### src/design/rdfd_pkg.sv
// ----------------------------------------------------------------------------
// rdfd_pkg: shared definitions for the run duration frame decoder
// Widths, frame geometry, register codes and the command passed from the
// classifying front end to the frame assembly back end.
// ----------------------------------------------------------------------------
package rdfd_pkg;

  localparam int FRAME_BITS  = 11;
  localparam int MAX_FRAMES  = 16;
  localparam int PAYLOAD_W   = 9;
  localparam int DUR_W       = 16;
  localparam int BP_W        = 12;
  localparam int FP_W        = 16;
  localparam int CFG_IDX_W   = 1;
  localparam int CFG_DATA_W  = 16;
  localparam int QUEUE_DEPTH = 4;

  localparam int CNT_W    = $clog2(FRAME_BITS + 1);
  localparam int ADDR_W   = $clog2(MAX_FRAMES);
  localparam int STORED_W = $clog2(MAX_FRAMES + 1);
  localparam int STEP_W   = $clog2(DUR_W);

  localparam logic [BP_W-1:0] BP_RESET = BP_W'(208);
  localparam logic [FP_W-1:0] FP_RESET = FP_W'(2291);

  localparam logic [CFG_IDX_W-1:0] CFG_BIT_PERIOD   = CFG_IDX_W'(0);
  localparam logic [CFG_IDX_W-1:0] CFG_FRAME_PERIOD = CFG_IDX_W'(1);

  typedef struct packed {
    logic             is_end;
    logic [CNT_W-1:0] count;
  } cmd_t;

endpackage

### src/design/run_duration_frame_decoder.sv
// ----------------------------------------------------------------------------
// run_duration_frame_decoder: 9-bit serial frame decoder fed with run lengths
// A normal run goes through the front end's 16-step restoring divider;
// an end run skips it. The back end applies each run from its queue. An end
// run yields one error result or the stored payloads, one store read each.
// Synchronous active-low reset clears control state and restores the
// registers; the frame store is not cleared.
// ----------------------------------------------------------------------------
module run_duration_frame_decoder (
  input  logic                               clk,
  input  logic                               rst_n,
  input  logic                               in_valid,
  output logic                               in_ready,
  input  logic [rdfd_pkg::DUR_W-1:0]         in_run_duration_us,
  output logic                               out_valid,
  input  logic                               out_ready,
  output logic [rdfd_pkg::PAYLOAD_W-1:0]     out_payload,
  output logic                               out_last_of_datagram,
  output logic                               out_frame_error,
  input  logic                               cfg_we,
  input  logic [rdfd_pkg::CFG_IDX_W-1:0]     cfg_index,
  input  logic [rdfd_pkg::CFG_DATA_W-1:0]    cfg_wdata
);

  logic [rdfd_pkg::BP_W-1:0] bit_period_r;
  logic [rdfd_pkg::FP_W-1:0] frame_period_r;

  logic           f_cmd_valid, f_cmd_ready;
  rdfd_pkg::cmd_t f_cmd;
  logic           q_cmd_valid, q_cmd_ready;
  rdfd_pkg::cmd_t q_cmd;

  always_ff @(posedge clk) begin
    if (!rst_n) begin
      bit_period_r   <= rdfd_pkg::BP_RESET;
      frame_period_r <= rdfd_pkg::FP_RESET;
    end else if (cfg_we) begin
      case (cfg_index)
        rdfd_pkg::CFG_BIT_PERIOD:   bit_period_r   <= cfg_wdata[rdfd_pkg::BP_W-1:0];
        rdfd_pkg::CFG_FRAME_PERIOD: frame_period_r <= cfg_wdata[rdfd_pkg::FP_W-1:0];
        default: ;
      endcase
    end
  end

  rdfd_front u_front (
    .clk                (clk),
    .rst_n              (rst_n),
    .in_valid           (in_valid),
    .in_ready           (in_ready),
    .in_run_duration_us (in_run_duration_us),
    .bit_period_us      (bit_period_r),
    .frame_period_us    (frame_period_r),
    .cmd_valid          (f_cmd_valid),
    .cmd_ready          (f_cmd_ready),
    .cmd                (f_cmd)
  );

  rdfd_queue u_queue (
    .clk        (clk),
    .rst_n      (rst_n),
    .push_valid (f_cmd_valid),
    .push_ready (f_cmd_ready),
    .push_cmd   (f_cmd),
    .pop_valid  (q_cmd_valid),
    .pop_ready  (q_cmd_ready),
    .pop_cmd    (q_cmd)
  );

  rdfd_back u_back (
    .clk                  (clk),
    .rst_n                (rst_n),
    .cmd_valid            (q_cmd_valid),
    .cmd_ready            (q_cmd_ready),
    .cmd                  (q_cmd),
    .out_valid            (out_valid),
    .out_ready            (out_ready),
    .out_payload          (out_payload),
    .out_last_of_datagram (out_last_of_datagram),
    .out_frame_error      (out_frame_error)
  );

endmodule

### src/design/rdfd_ram.sv
// ----------------------------------------------------------------------------
// rdfd_ram: generic single write port RAM
// One write and one read port, read data registered on read enable.
// ----------------------------------------------------------------------------
module rdfd_ram #(
  parameter int WIDTH = 8,
  parameter int DEPTH = 16
) (
  input  logic                     clk,
  input  logic                     we,
  input  logic [$clog2(DEPTH)-1:0] waddr,
  input  logic [WIDTH-1:0]         wdata,
  input  logic                     re,
  input  logic [$clog2(DEPTH)-1:0] raddr,
  output logic [WIDTH-1:0]         rdata
);

  logic [WIDTH-1:0] mem [DEPTH];
  logic [WIDTH-1:0] rdata_r;

  always_ff @(posedge clk) begin
    if (we) begin
      mem[waddr] <= wdata;
    end
    if (re) begin
      rdata_r <= mem[raddr];
    end
  end

  assign rdata = rdata_r;

endmodule

### src/design/rdfd_front.sv
// ----------------------------------------------------------------------------
// rdfd_front: run classifier and bit count divider
// Accepts run durations, flags end runs and turns other runs into a rounded,
// clamped bit count through a one bit per cycle restoring divider.
// ----------------------------------------------------------------------------
module rdfd_front (
  input  logic                          clk,
  input  logic                          rst_n,
  input  logic                          in_valid,
  output logic                          in_ready,
  input  logic [rdfd_pkg::DUR_W-1:0]    in_run_duration_us,
  input  logic [rdfd_pkg::BP_W-1:0]     bit_period_us,
  input  logic [rdfd_pkg::FP_W-1:0]     frame_period_us,
  output logic                          cmd_valid,
  input  logic                          cmd_ready,
  output rdfd_pkg::cmd_t                cmd
);

  typedef enum logic [1:0] {F_IDLE, F_DIV, F_PUSH} state_t;

  state_t                         state_r, state_nxt;
  logic                           is_end_r, is_end_nxt;
  logic [rdfd_pkg::BP_W-1:0]      bp_r, bp_nxt;
  logic [rdfd_pkg::BP_W-1:0]      rem_r, rem_nxt;
  logic [rdfd_pkg::DUR_W-1:0]     dvd_r, dvd_nxt;
  logic [rdfd_pkg::DUR_W-1:0]     q_r, q_nxt;
  logic [rdfd_pkg::STEP_W-1:0]    step_r, step_nxt;

  logic [rdfd_pkg::BP_W:0]        trial;
  logic                           take;
  logic                           round_up;
  logic [rdfd_pkg::DUR_W:0]       count_sum;
  logic [rdfd_pkg::CNT_W-1:0]     count_sat;

  assign trial     = {rem_r, dvd_r[rdfd_pkg::DUR_W-1]};
  assign take      = trial >= {1'b0, bp_r};
  assign round_up  = rem_r >= (bp_r >> 1);
  assign count_sum = {1'b0, q_r} + (rdfd_pkg::DUR_W + 1)'(round_up);
  assign count_sat = (count_sum > (rdfd_pkg::DUR_W + 1)'(rdfd_pkg::FRAME_BITS)) ?
                     rdfd_pkg::CNT_W'(rdfd_pkg::FRAME_BITS) :
                     count_sum[rdfd_pkg::CNT_W-1:0];

  assign in_ready     = (state_r == F_IDLE);
  assign cmd_valid    = (state_r == F_PUSH);
  assign cmd.is_end   = is_end_r;
  assign cmd.count    = is_end_r ? '0 : count_sat;

  always_comb begin
    state_nxt  = state_r;
    is_end_nxt = is_end_r;
    bp_nxt     = bp_r;
    rem_nxt    = rem_r;
    dvd_nxt    = dvd_r;
    q_nxt      = q_r;
    step_nxt   = step_r;
    case (state_r)
      F_IDLE: begin
        if (in_valid) begin
          is_end_nxt = (in_run_duration_us >= frame_period_us);
          bp_nxt     = (bit_period_us == '0) ? rdfd_pkg::BP_W'(1) : bit_period_us;
          rem_nxt    = '0;
          dvd_nxt    = in_run_duration_us;
          q_nxt      = '0;
          step_nxt   = '0;
          state_nxt  = (in_run_duration_us >= frame_period_us) ? F_PUSH : F_DIV;
        end
      end
      F_DIV: begin
        rem_nxt  = take ? rdfd_pkg::BP_W'(trial - {1'b0, bp_r}) :
                          trial[rdfd_pkg::BP_W-1:0];
        dvd_nxt  = {dvd_r[rdfd_pkg::DUR_W-2:0], 1'b0};
        q_nxt    = {q_r[rdfd_pkg::DUR_W-2:0], take};
        step_nxt = step_r + rdfd_pkg::STEP_W'(1);
        if (step_r == rdfd_pkg::STEP_W'(rdfd_pkg::DUR_W - 1)) begin
          state_nxt = F_PUSH;
        end
      end
      F_PUSH: begin
        if (cmd_ready) begin
          state_nxt = F_IDLE;
        end
      end
      default: state_nxt = F_IDLE;
    endcase
  end

  always_ff @(posedge clk) begin
    if (!rst_n) begin
      state_r <= F_IDLE;
    end else begin
      state_r <= state_nxt;
    end
    is_end_r <= is_end_nxt;
    bp_r     <= bp_nxt;
    rem_r    <= rem_nxt;
    dvd_r    <= dvd_nxt;
    q_r      <= q_nxt;
    step_r   <= step_nxt;
  end

endmodule

### src/design/rdfd_queue.sv
// ----------------------------------------------------------------------------
// rdfd_queue: command queue between front and back
// Small register FIFO that lets the divider and the frame assembly stall
// independently.
// ----------------------------------------------------------------------------
module rdfd_queue (
  input  logic           clk,
  input  logic           rst_n,
  input  logic           push_valid,
  output logic           push_ready,
  input  rdfd_pkg::cmd_t push_cmd,
  output logic           pop_valid,
  input  logic           pop_ready,
  output rdfd_pkg::cmd_t pop_cmd
);

  localparam int PTR_W = $clog2(rdfd_pkg::QUEUE_DEPTH);

  rdfd_pkg::cmd_t    slot_r [rdfd_pkg::QUEUE_DEPTH];
  logic [PTR_W-1:0]  wr_ptr_r, wr_ptr_nxt;
  logic [PTR_W-1:0]  rd_ptr_r, rd_ptr_nxt;
  logic [PTR_W:0]    fill_r, fill_nxt;
  logic              do_push, do_pop;

  assign push_ready = (fill_r != (PTR_W + 1)'(rdfd_pkg::QUEUE_DEPTH));
  assign pop_valid  = (fill_r != '0);
  assign pop_cmd    = slot_r[rd_ptr_r];
  assign do_push    = push_valid && push_ready;
  assign do_pop     = pop_valid && pop_ready;

  always_comb begin
    wr_ptr_nxt = do_push ? wr_ptr_r + PTR_W'(1) : wr_ptr_r;
    rd_ptr_nxt = do_pop ? rd_ptr_r + PTR_W'(1) : rd_ptr_r;
    fill_nxt   = fill_r;
    if (do_push && !do_pop) begin
      fill_nxt = fill_r + (PTR_W + 1)'(1);
    end else if (do_pop && !do_push) begin
      fill_nxt = fill_r - (PTR_W + 1)'(1);
    end
  end

  always_ff @(posedge clk) begin
    if (!rst_n) begin
      wr_ptr_r <= '0;
      rd_ptr_r <= '0;
      fill_r   <= '0;
    end else begin
      wr_ptr_r <= wr_ptr_nxt;
      rd_ptr_r <= rd_ptr_nxt;
      fill_r   <= fill_nxt;
    end
    if (do_push) begin
      slot_r[wr_ptr_r] <= push_cmd;
    end
  end

endmodule

### src/design/rdfd_back.sv
// ----------------------------------------------------------------------------
// rdfd_back: frame assembly and datagram emission
// Shifts bit counts into the current frame, checks and stores finished
// frames, and on an end run emits the stored payloads or one error result.
// ----------------------------------------------------------------------------
module rdfd_back (
  input  logic                            clk,
  input  logic                            rst_n,
  input  logic                            cmd_valid,
  output logic                            cmd_ready,
  input  rdfd_pkg::cmd_t                  cmd,
  output logic                            out_valid,
  input  logic                            out_ready,
  output logic [rdfd_pkg::PAYLOAD_W-1:0]  out_payload,
  output logic                            out_last_of_datagram,
  output logic                            out_frame_error
);

  typedef enum logic [2:0] {B_IDLE, B_END, B_ERR, B_READ, B_LOAD} state_t;

  localparam int SUM_W = rdfd_pkg::CNT_W + 1;

  state_t                              state_r, state_nxt;
  logic [rdfd_pkg::CNT_W-1:0]          bits_r, bits_nxt;
  logic                                level_r, level_nxt;
  logic [rdfd_pkg::FRAME_BITS-1:0]     shift_r, shift_nxt;
  logic [rdfd_pkg::STORED_W-1:0]       stored_r, stored_nxt;
  logic                                bad_r, bad_nxt;
  logic [rdfd_pkg::ADDR_W-1:0]         idx_r, idx_nxt;
  logic                                out_valid_r, out_valid_nxt;
  logic [rdfd_pkg::PAYLOAD_W-1:0]      payload_r, payload_nxt;
  logic                                last_r, last_nxt;
  logic                                err_r, err_nxt;

  logic [rdfd_pkg::CNT_W-1:0]          eff_count;
  logic [SUM_W-1:0]                    bit_sum;
  logic [rdfd_pkg::FRAME_BITS-1:0]     fill_mask;
  logic [rdfd_pkg::FRAME_BITS-1:0]     shift_filled;
  logic                                frame_full;
  logic                                store_room;
  logic                                frame_ok;
  logic                                ram_we;
  logic                                ram_re;
  logic [rdfd_pkg::PAYLOAD_W-1:0]      ram_rdata;
  logic                                out_free;
  logic                                idx_last;

  assign eff_count = cmd.is_end ?
                     ((bits_r != '0) ? rdfd_pkg::CNT_W'(rdfd_pkg::FRAME_BITS) : '0) :
                     cmd.count;
  assign bit_sum   = {1'b0, bits_r} + {1'b0, eff_count};

  always_comb begin
    for (int i = 0; i < rdfd_pkg::FRAME_BITS; i++) begin
      fill_mask[i] = (SUM_W'(i) >= {1'b0, bits_r}) && (SUM_W'(i) < bit_sum);
    end
  end

  assign shift_filled = level_r ? (shift_r | fill_mask) : shift_r;
  assign frame_full   = bit_sum >= SUM_W'(rdfd_pkg::FRAME_BITS);
  assign store_room   = stored_r < rdfd_pkg::STORED_W'(rdfd_pkg::MAX_FRAMES);
  assign frame_ok     = !shift_filled[0] && shift_filled[rdfd_pkg::FRAME_BITS-1];
  assign cmd_ready    = (state_r == B_IDLE);
  assign ram_we       = cmd_valid && cmd_ready && frame_full && store_room;
  assign ram_re       = (state_r == B_READ);
  assign out_free     = !out_valid_r || out_ready;
  assign idx_last     = ({1'b0, idx_r} + rdfd_pkg::STORED_W'(1)) == stored_r;

  rdfd_ram #(
    .WIDTH (rdfd_pkg::PAYLOAD_W),
    .DEPTH (rdfd_pkg::MAX_FRAMES)
  ) u_store (
    .clk   (clk),
    .we    (ram_we),
    .waddr (stored_r[rdfd_pkg::ADDR_W-1:0]),
    .wdata (rdfd_pkg::PAYLOAD_W'(shift_filled >> 1)),
    .re    (ram_re),
    .raddr (idx_r),
    .rdata (ram_rdata)
  );

  always_comb begin
    state_nxt     = state_r;
    bits_nxt      = bits_r;
    level_nxt     = level_r;
    shift_nxt     = shift_r;
    stored_nxt    = stored_r;
    bad_nxt       = bad_r;
    idx_nxt       = idx_r;
    out_valid_nxt = out_valid_r && !out_ready;
    payload_nxt   = payload_r;
    last_nxt      = last_r;
    err_nxt       = err_r;
    case (state_r)
      B_IDLE: begin
        if (cmd_valid) begin
          if (frame_full) begin
            if (store_room) begin
              bad_nxt    = bad_r || !frame_ok;
              stored_nxt = stored_r + rdfd_pkg::STORED_W'(1);
            end
            bits_nxt  = '0;
            level_nxt = 1'b0;
            shift_nxt = '0;
          end else begin
            bits_nxt  = bit_sum[rdfd_pkg::CNT_W-1:0];
            level_nxt = !level_r;
            shift_nxt = shift_filled;
          end
          if (cmd.is_end) begin
            state_nxt = B_END;
          end
        end
      end
      B_END: begin
        idx_nxt = '0;
        if (stored_r == '0) begin
          state_nxt = B_IDLE;
        end else if (bad_r) begin
          state_nxt = B_ERR;
        end else begin
          state_nxt = B_READ;
        end
      end
      B_ERR: begin
        if (out_free) begin
          out_valid_nxt = 1'b1;
          payload_nxt   = '0;
          last_nxt      = 1'b1;
          err_nxt       = 1'b1;
          state_nxt     = B_IDLE;
        end
      end
      B_READ: begin
        state_nxt = B_LOAD;
      end
      B_LOAD: begin
        if (out_free) begin
          out_valid_nxt = 1'b1;
          payload_nxt   = ram_rdata;
          last_nxt      = idx_last;
          err_nxt       = 1'b0;
          idx_nxt       = idx_r + rdfd_pkg::ADDR_W'(1);
          state_nxt     = idx_last ? B_IDLE : B_READ;
        end
      end
      default: state_nxt = B_IDLE;
    endcase
    if (state_nxt == B_IDLE && state_r != B_IDLE) begin
      bits_nxt   = '0;
      level_nxt  = 1'b0;
      shift_nxt  = '0;
      stored_nxt = '0;
      bad_nxt    = 1'b0;
    end
  end

  always_ff @(posedge clk) begin
    if (!rst_n) begin
      state_r     <= B_IDLE;
      bits_r      <= '0;
      level_r     <= 1'b0;
      shift_r     <= '0;
      stored_r    <= '0;
      bad_r       <= 1'b0;
      out_valid_r <= 1'b0;
    end else begin
      state_r     <= state_nxt;
      bits_r      <= bits_nxt;
      level_r     <= level_nxt;
      shift_r     <= shift_nxt;
      stored_r    <= stored_nxt;
      bad_r       <= bad_nxt;
      out_valid_r <= out_valid_nxt;
    end
    idx_r     <= idx_nxt;
    payload_r <= payload_nxt;
    last_r    <= last_nxt;
    err_r     <= err_nxt;
  end

  assign out_valid            = out_valid_r;
  assign out_payload          = payload_r;
  assign out_last_of_datagram = last_r;
  assign out_frame_error      = err_r;

endmodule

### config.mk
export PLATFORM = sky130hd
export DESIGN_NAME = run_duration_frame_decoder
export DESIGN_NICKNAME = d
export VERILOG_FILES = /design/src/design/rdfd_pkg.sv /design/src/design/run_duration_frame_decoder.sv /design/src/design/rdfd_ram.sv /design/src/design/rdfd_front.sv /design/src/design/rdfd_queue.sv /design/src/design/rdfd_back.sv
export SDC_FILE = /design/constraint.sdc
export NUM_CORES = 1
export LEC_CHECK = 0
export BUFFER_PORTS_ARGS = -buffer_cell sky130_fd_sc_hd__buf_4
export CELL_PAD_IN_SITES_DETAIL_PLACEMENT = 0
export CELL_PAD_IN_SITES_GLOBAL_PLACEMENT = 2
export CORE_ASPECT_RATIO = 1.4
export CORE_MARGIN = 2
export CORE_UTILIZATION = 44
export DETAILED_ROUTE_END_ITERATION = 8
export GPL_TIMING_DRIVEN = 0
export MAX_ROUTING_LAYER = met4
export PLACE_DENSITY = 0.77
export SKIP_CTS_REPAIR_TIMING = 1
export SYNTH_ARGS = -nofsm -noshare
export SYNTH_HDL_FRONTEND = slang
export SYNTH_SLANG_ARGS = --single-unit
### constraint.sdc
create_clock -name clk -period 5.7 [get_ports clk]
set_input_delay 0.855 -clock clk [delete_from_list [all_inputs] [get_ports clk]]
set_output_delay 0.855 -clock clk [all_outputs]
set_load 0.1 [all_outputs]
; Yosys cells after proc, flatten, opt, wreduce, memory -nomap -nowiden
; Memory sizes are Yosys's and may differ from the RTL's. A register that Yosys moved wholly into a read port is not among the register bits.
; Cells that the tools add are included.
; W data, S select, Z words.
[word_totals]
regBits = 139
mem_bits_rw = 164
inputBits = 38
output_inout_bits = 13
n_memories = 2
[op_classes]
n_addsub = 11
n_lt_le_gt_ge = 28
eq_ne = 14
muxes = 50
n_bitwise = 3
reduce_logical = 52
[memory_table]
columns = name, depth, width, rd, rd_ports_with_merged_regs, wr, line
row1 = u_back.u_store.mem, 16, 9, 1, 1, 1, rdfd_ram.sv:18  ; logic [WIDTH-1:0] mem [DEPTH];
row2 = u_queue.slot_r, 4, 5, 1, 1, 1, rdfd_queue.sv:19  ; rdfd_pkg::cmd_t slot_r [rdfd_pkg::QUEUE_DEPTH];
[ops]
columns = operator, count
row1 = $pmux W16 S2, 2
row2 = $mux W16, 2
row3 = $mux W4, 7
row4 = $mux W12, 2
row5 = $pmux W12 S2, 1
row6 = $mux W11, 2
row7 = $mux W3, 7
row8 = $logic_and A1 B1 Y1, 20
row9 = $lt A3 B5 Y1 const A, 4
row10 = $mux W9, 2
row11 = $pmux W9 S2, 1
row12 = $add A16 B1 Y17, 1
row13 = $gt A17 B4 Y1 const B, 1
row14 = $ge A16 B16 Y1, 1
row15 = $ge A3 B4 Y1 const A, 4
row16 = $pmux W4 S2, 2
row17 = $lt A4 B5 Y1 const A, 3
row18 = $pmux W3 S5, 1
row19 = $mux W2, 7
row20 = $ge A13 B12 Y1, 1
row21 = $ge A12 B11 Y1, 1
row22 = $ge A4 B4 Y1 const A, 3
row23 = $logic_not A12 Y1, 1
row24 = $reduce_and A2 Y1, 6
row25 = other kinds (40), 76

; Logic depth before layout (Yosys ltp)
[logic_depth]
word_depth = 12
ltp_mapped = 15
mapped_depth_nobuf = 15

; Cells and area by module
; A second synthesis with hierarchy kept.
[unflattened]
cells_unflattened = 1126
area_unflattened_um2 = 14695.3
[modules_own_cells]
columns = module, instances, cells_per_inst, area_each_um2, seq_area_each_um2
row1 = rdfd_ram, 1, 254, 5870.6, 4594.4
row2 = rdfd_front, 1, 419, 4035.1, 1871.8
row3 = rdfd_back, 1, 258, 2404.8, 970.9
row4 = rdfd_queue, 1, 74, 1224.9, 780.7
row5 = run_duration_frame_decoder, 1, 121, 1159.9, 560.5

; Least setup slack after synthesis
; OpenSTA, ideal clock, no wires.
[synth_path]
path_kind = reg2reg
from = register with a tool-made name
to = memory u_back.u_store.mem[4][0] (netlist name), enable pin
t_arrival_ns = 3.799
required_ns = 5.311
path_slack_ns = 1.512
path_stages_with_launch = 13
cell_sequence = dfxtp_1 > clkbuf_1 > mux4_2 > o31ai_1 > o21ai_0 > ha_1 > fa_1 > xor2_2 > a21oi_1 > o31a_1 > nor3_2 > nand2_1 > nor3b_1
[synth_lines]
columns = item, line
row1 = end: declaration, rdfd_ram.sv:18

==> reports/metrics.cfg <==
[placed_design]
dp.cells=1522
pre_cts_slack_ns=0.858
post-dp-hpwl_um=22800
place.gp.congestion=0.826
port_buffers=49

[yosys]
syn_area_per_cell_um2=13.3
syn_area_um2=14200
synthesis.instances=1071
synthTopCellsByArea=edfxtp_1, dfxtp_1, mux4_2
ys.warnings.count=0
synth_top_cell_by_area=edfxtp_1
ys_types=72
yosysTopAreaCellShare=0.525
synth_edf_count=249
synthArstFlopShare=0
ys_seq_area_frac=0.616
synth_nets=1159
synth-seq-cells=314
synth_flop_cell=edfxtp_1

[sta]
final.setup.tns_ns=0
finalCritPeriodShare=0.831
finClkSkew_ns=0.0128
whs_ns=0.428
rsz0062_at_grt=no
max_slew.worst_pin.slew_ns=0.926
finalHoldViolations=0
final_max_slew_viol_count=0
clock.fmax_mhz=211
fin_ws_ns=0.962
setup_violations=0
slew_headroom=0.380
min_period_ns=4.74

[setup_path]
critPathMaxFanout=9
critPathLaunchType=flip-flop
critical_path.max_stage_delay_ns=0.81
required_ns=5.89
cp-end-kind=flip-flop
cp_num_buf_inv=1
crit_arrival_ns=4.93
cp_slowest_cell=nor3b_2
path_class=flip-flop to flip-flop
crit_path_cell_trace=clkbuf_1 -> mux4_2 -> o31ai_1 -> o21ai_0 -> ha_1 -> fa_1 -> xor2_2 -> a21oi_1 -> o31a_1 -> nor3_2 -> nand2_1 -> nor3b_2
crit_family=simple AND/OR/NAND/NOR gates

[pwr]
switching_share=0.285
p_leak_nw=5.95
power_switching_w=0.00186
pwr-share-comb=0.221
ir_drop_mv=0.241
pwr-share-clk=0.345
seqPwrFrac=0.434
p_per_area_nw_per_um2=399
p_int_w=0.00466

[finish]
final_cells=1580
nNetsFinal=1243
area_growth_pct=14.5
finish.utilization=0.508
drive_above_1_share=0.160
n_antenna_cell=0

[worst_hold_path]
hold_path.class=flip-flop to flip-flop
hp-start=u_back.shift_r[10]$_SDFFE_PP0P_

[drt]
firstDrtPassIters=4
detail_route.wl_per_cell_um=19.4
final_antenna_net_count=0
drtIter0Drc=401
num_vias=8380
via_per_inst=5.30
drt-total-wl_um=30600
drc_errors=0

[clocking]
cts.clk_slew.worst_paths_ns=0.07
clkSinkCount=314
cts_tree=done
cts_root_buffer=clkbuf_16
cts-htree-levels=1
cts_buffers=31
clock_latency_ns=0.57
clk_path_buf_depth=3

[status]
status=completed

[floorplan]
rows=78
core_um2=32100
die_h_um=217
die_area_um2=33900
ios=51
start_util=0.444
die_w_um=156

[flow_run]
cap_viol_max_count=0

[grt]
antenna_found_initial=0
grt-ovfl-total=0
grt_pass1_wl_um=48700
grt_use_total=0.192
grt_max_degree=29
grt_pass1_vias=8693

-- layout make-up --
class,instances,area [um2]
Buffer,58,244
Fill cell,2797,15800
Inverter,50,188
Sequential cell,314,8780
Multi-Input combinational cell,649,5060
Clock buffer,41,863
Clock inverter,17,277
Tap cell,400,500
Timing Repair Buffer,51,393
-- final timing paths --
path                                                      endpoint  slack (ns)  depth (start not counted)
worst min-delay path               u_back.shift_r[10]$_SDFFE_PP0P_        0.43                          2
worst min register to register     u_back.shift_r[10]$_SDFFE_PP0P_        0.43                          2
worst max register to register  u_back.u_store.mem[4][5]$_DFFE_PP_        0.96                         12
worst max-delay path            u_back.u_store.mem[4][5]$_DFFE_PP_        0.96                         12
-- power by group through the flow --
stage	Combinational, W	Sequential, W	Clock [W]
floorplan	0.00104	0.00285	0
global placement	0.00144	0.00288	0
detailed placement	0.00146	0.00288	0
CTS	0.00146	0.00283	0.00230
global route	0.00160	0.00284	0.00240
finish	0.00144	0.00283	0.00225
-- flip-flops by register name, summed over array words and instances (netlist names), 11 cells and up, named ones only --
| name | count |
|---|---|
| u_back.shift_r | 11 |
| u_front.bp_r | 12 |
| frame_period_r | 16 |
| u_queue.slot_r | 20 |
| u_back.u_store.mem | 144 |
| u_front.q_r | 16 |
| u_front.rem_r | 12 |
| bit_period_r | 12 |
| u_front.dvd_r | 16 |
-- cells by family after synthesis --
logic type | Yosys count | share of synthesized area
simple gates | 347 | 0.124
flops | 314 | 0.616
compound gates | 160 | 0.0766
buf+inv | 108 | 0.0303
mux | 62 | 0.0876
fa+ha+maj | 50 | 0.0455
xor+xnor | 30 | 0.0200
-- per-layer routing --
metal	global-route usage	vias up	part of all wire	wire, um
met5	-	-	0	0
met1	0.212	4055	0.39	12000
met3	0.0203	43	0.026	783
met2	0.357	113	0.55	16900
li1	-	4169	-	-
met4	0.0657	0	0.030	908
-- worst min-delay path: stages (launching register included) --
cell and delay (ns):
dfxtp_1 0.31, inv_1 0.05, nor2_1 0.03
-- per-stage QoR --
| step | total power (W) | area [um2] |
|---|---|---|
| 6_report | 0.00651 | 16300 |
| 3_3_place_gp | 0.00431 | 15100 |
| 4_1_cts | 0.00659 | 16300 |
| 2_1_floorplan | 0.00389 | 14200 |
| 3_5_place_dp | 0.00433 | 15200 |
| 5_1_grt | 0.00684 | 16300 |
-- Yosys cell counts, types with 4 or more instances --
library cell    n
a211oi_1        5
a21boi_0       22
a21o_1         12
a21oi_1        35
a31o_2          4
a31oi_1        11
and2_1         28
and3_1         17
and4_1          6
and4b_1         4
buf_1           4
buf_2           9
clkbuf_1       43
dfxtp_1        65
edfxtp_1      249
ha_1           47
inv_1          50
mux2i_1        11
mux4_2         50
nand2_1       118
nand2b_1       12
nand3_1        16
nand4_1        13
nor2_1         70
nor2b_1        13
nor3_1         14
nor3b_1         4
nor4_1          5
o211ai_1        9
o21a_1          4
o21ai_0        18
o31a_1          5
o31ai_1         7
or2_2           5
or3_1           4
xnor2_1        19
xor2_1          9
-- placed cells by master (no fill, tap or decap), types with 6 or more instances in the layout --
cell type	synthesis	final
nand2b_1	12	12
edfxtp_1	249	249
nor3_1	14	14
mux2i_1	11	11
nor2b_1	13	13
buf_2	9	10
ha_1	47	47
nand3_1	16	16
a21boi_0	22	22
o211ai_1	9	9
clkbuf_16	0	31
a21o_1	12	12
and2_1	28	28
o31ai_1	7	7
mux4_2	50	50
xor2_1	9	9
nand4_1	13	13
and3_1	17	17
xnor2_1	19	19
inv_1	50	50
bufinv_16	0	7
a31oi_1	11	11
a21oi_1	35	35
and4_1	6	6
dfxtp_1	65	65
o21ai_0	18	18
nor2_1	70	69
nand2_1	118	118
buf_4	0	49
clkbuf_1	43	48
(Power assumes the default switching activity.)
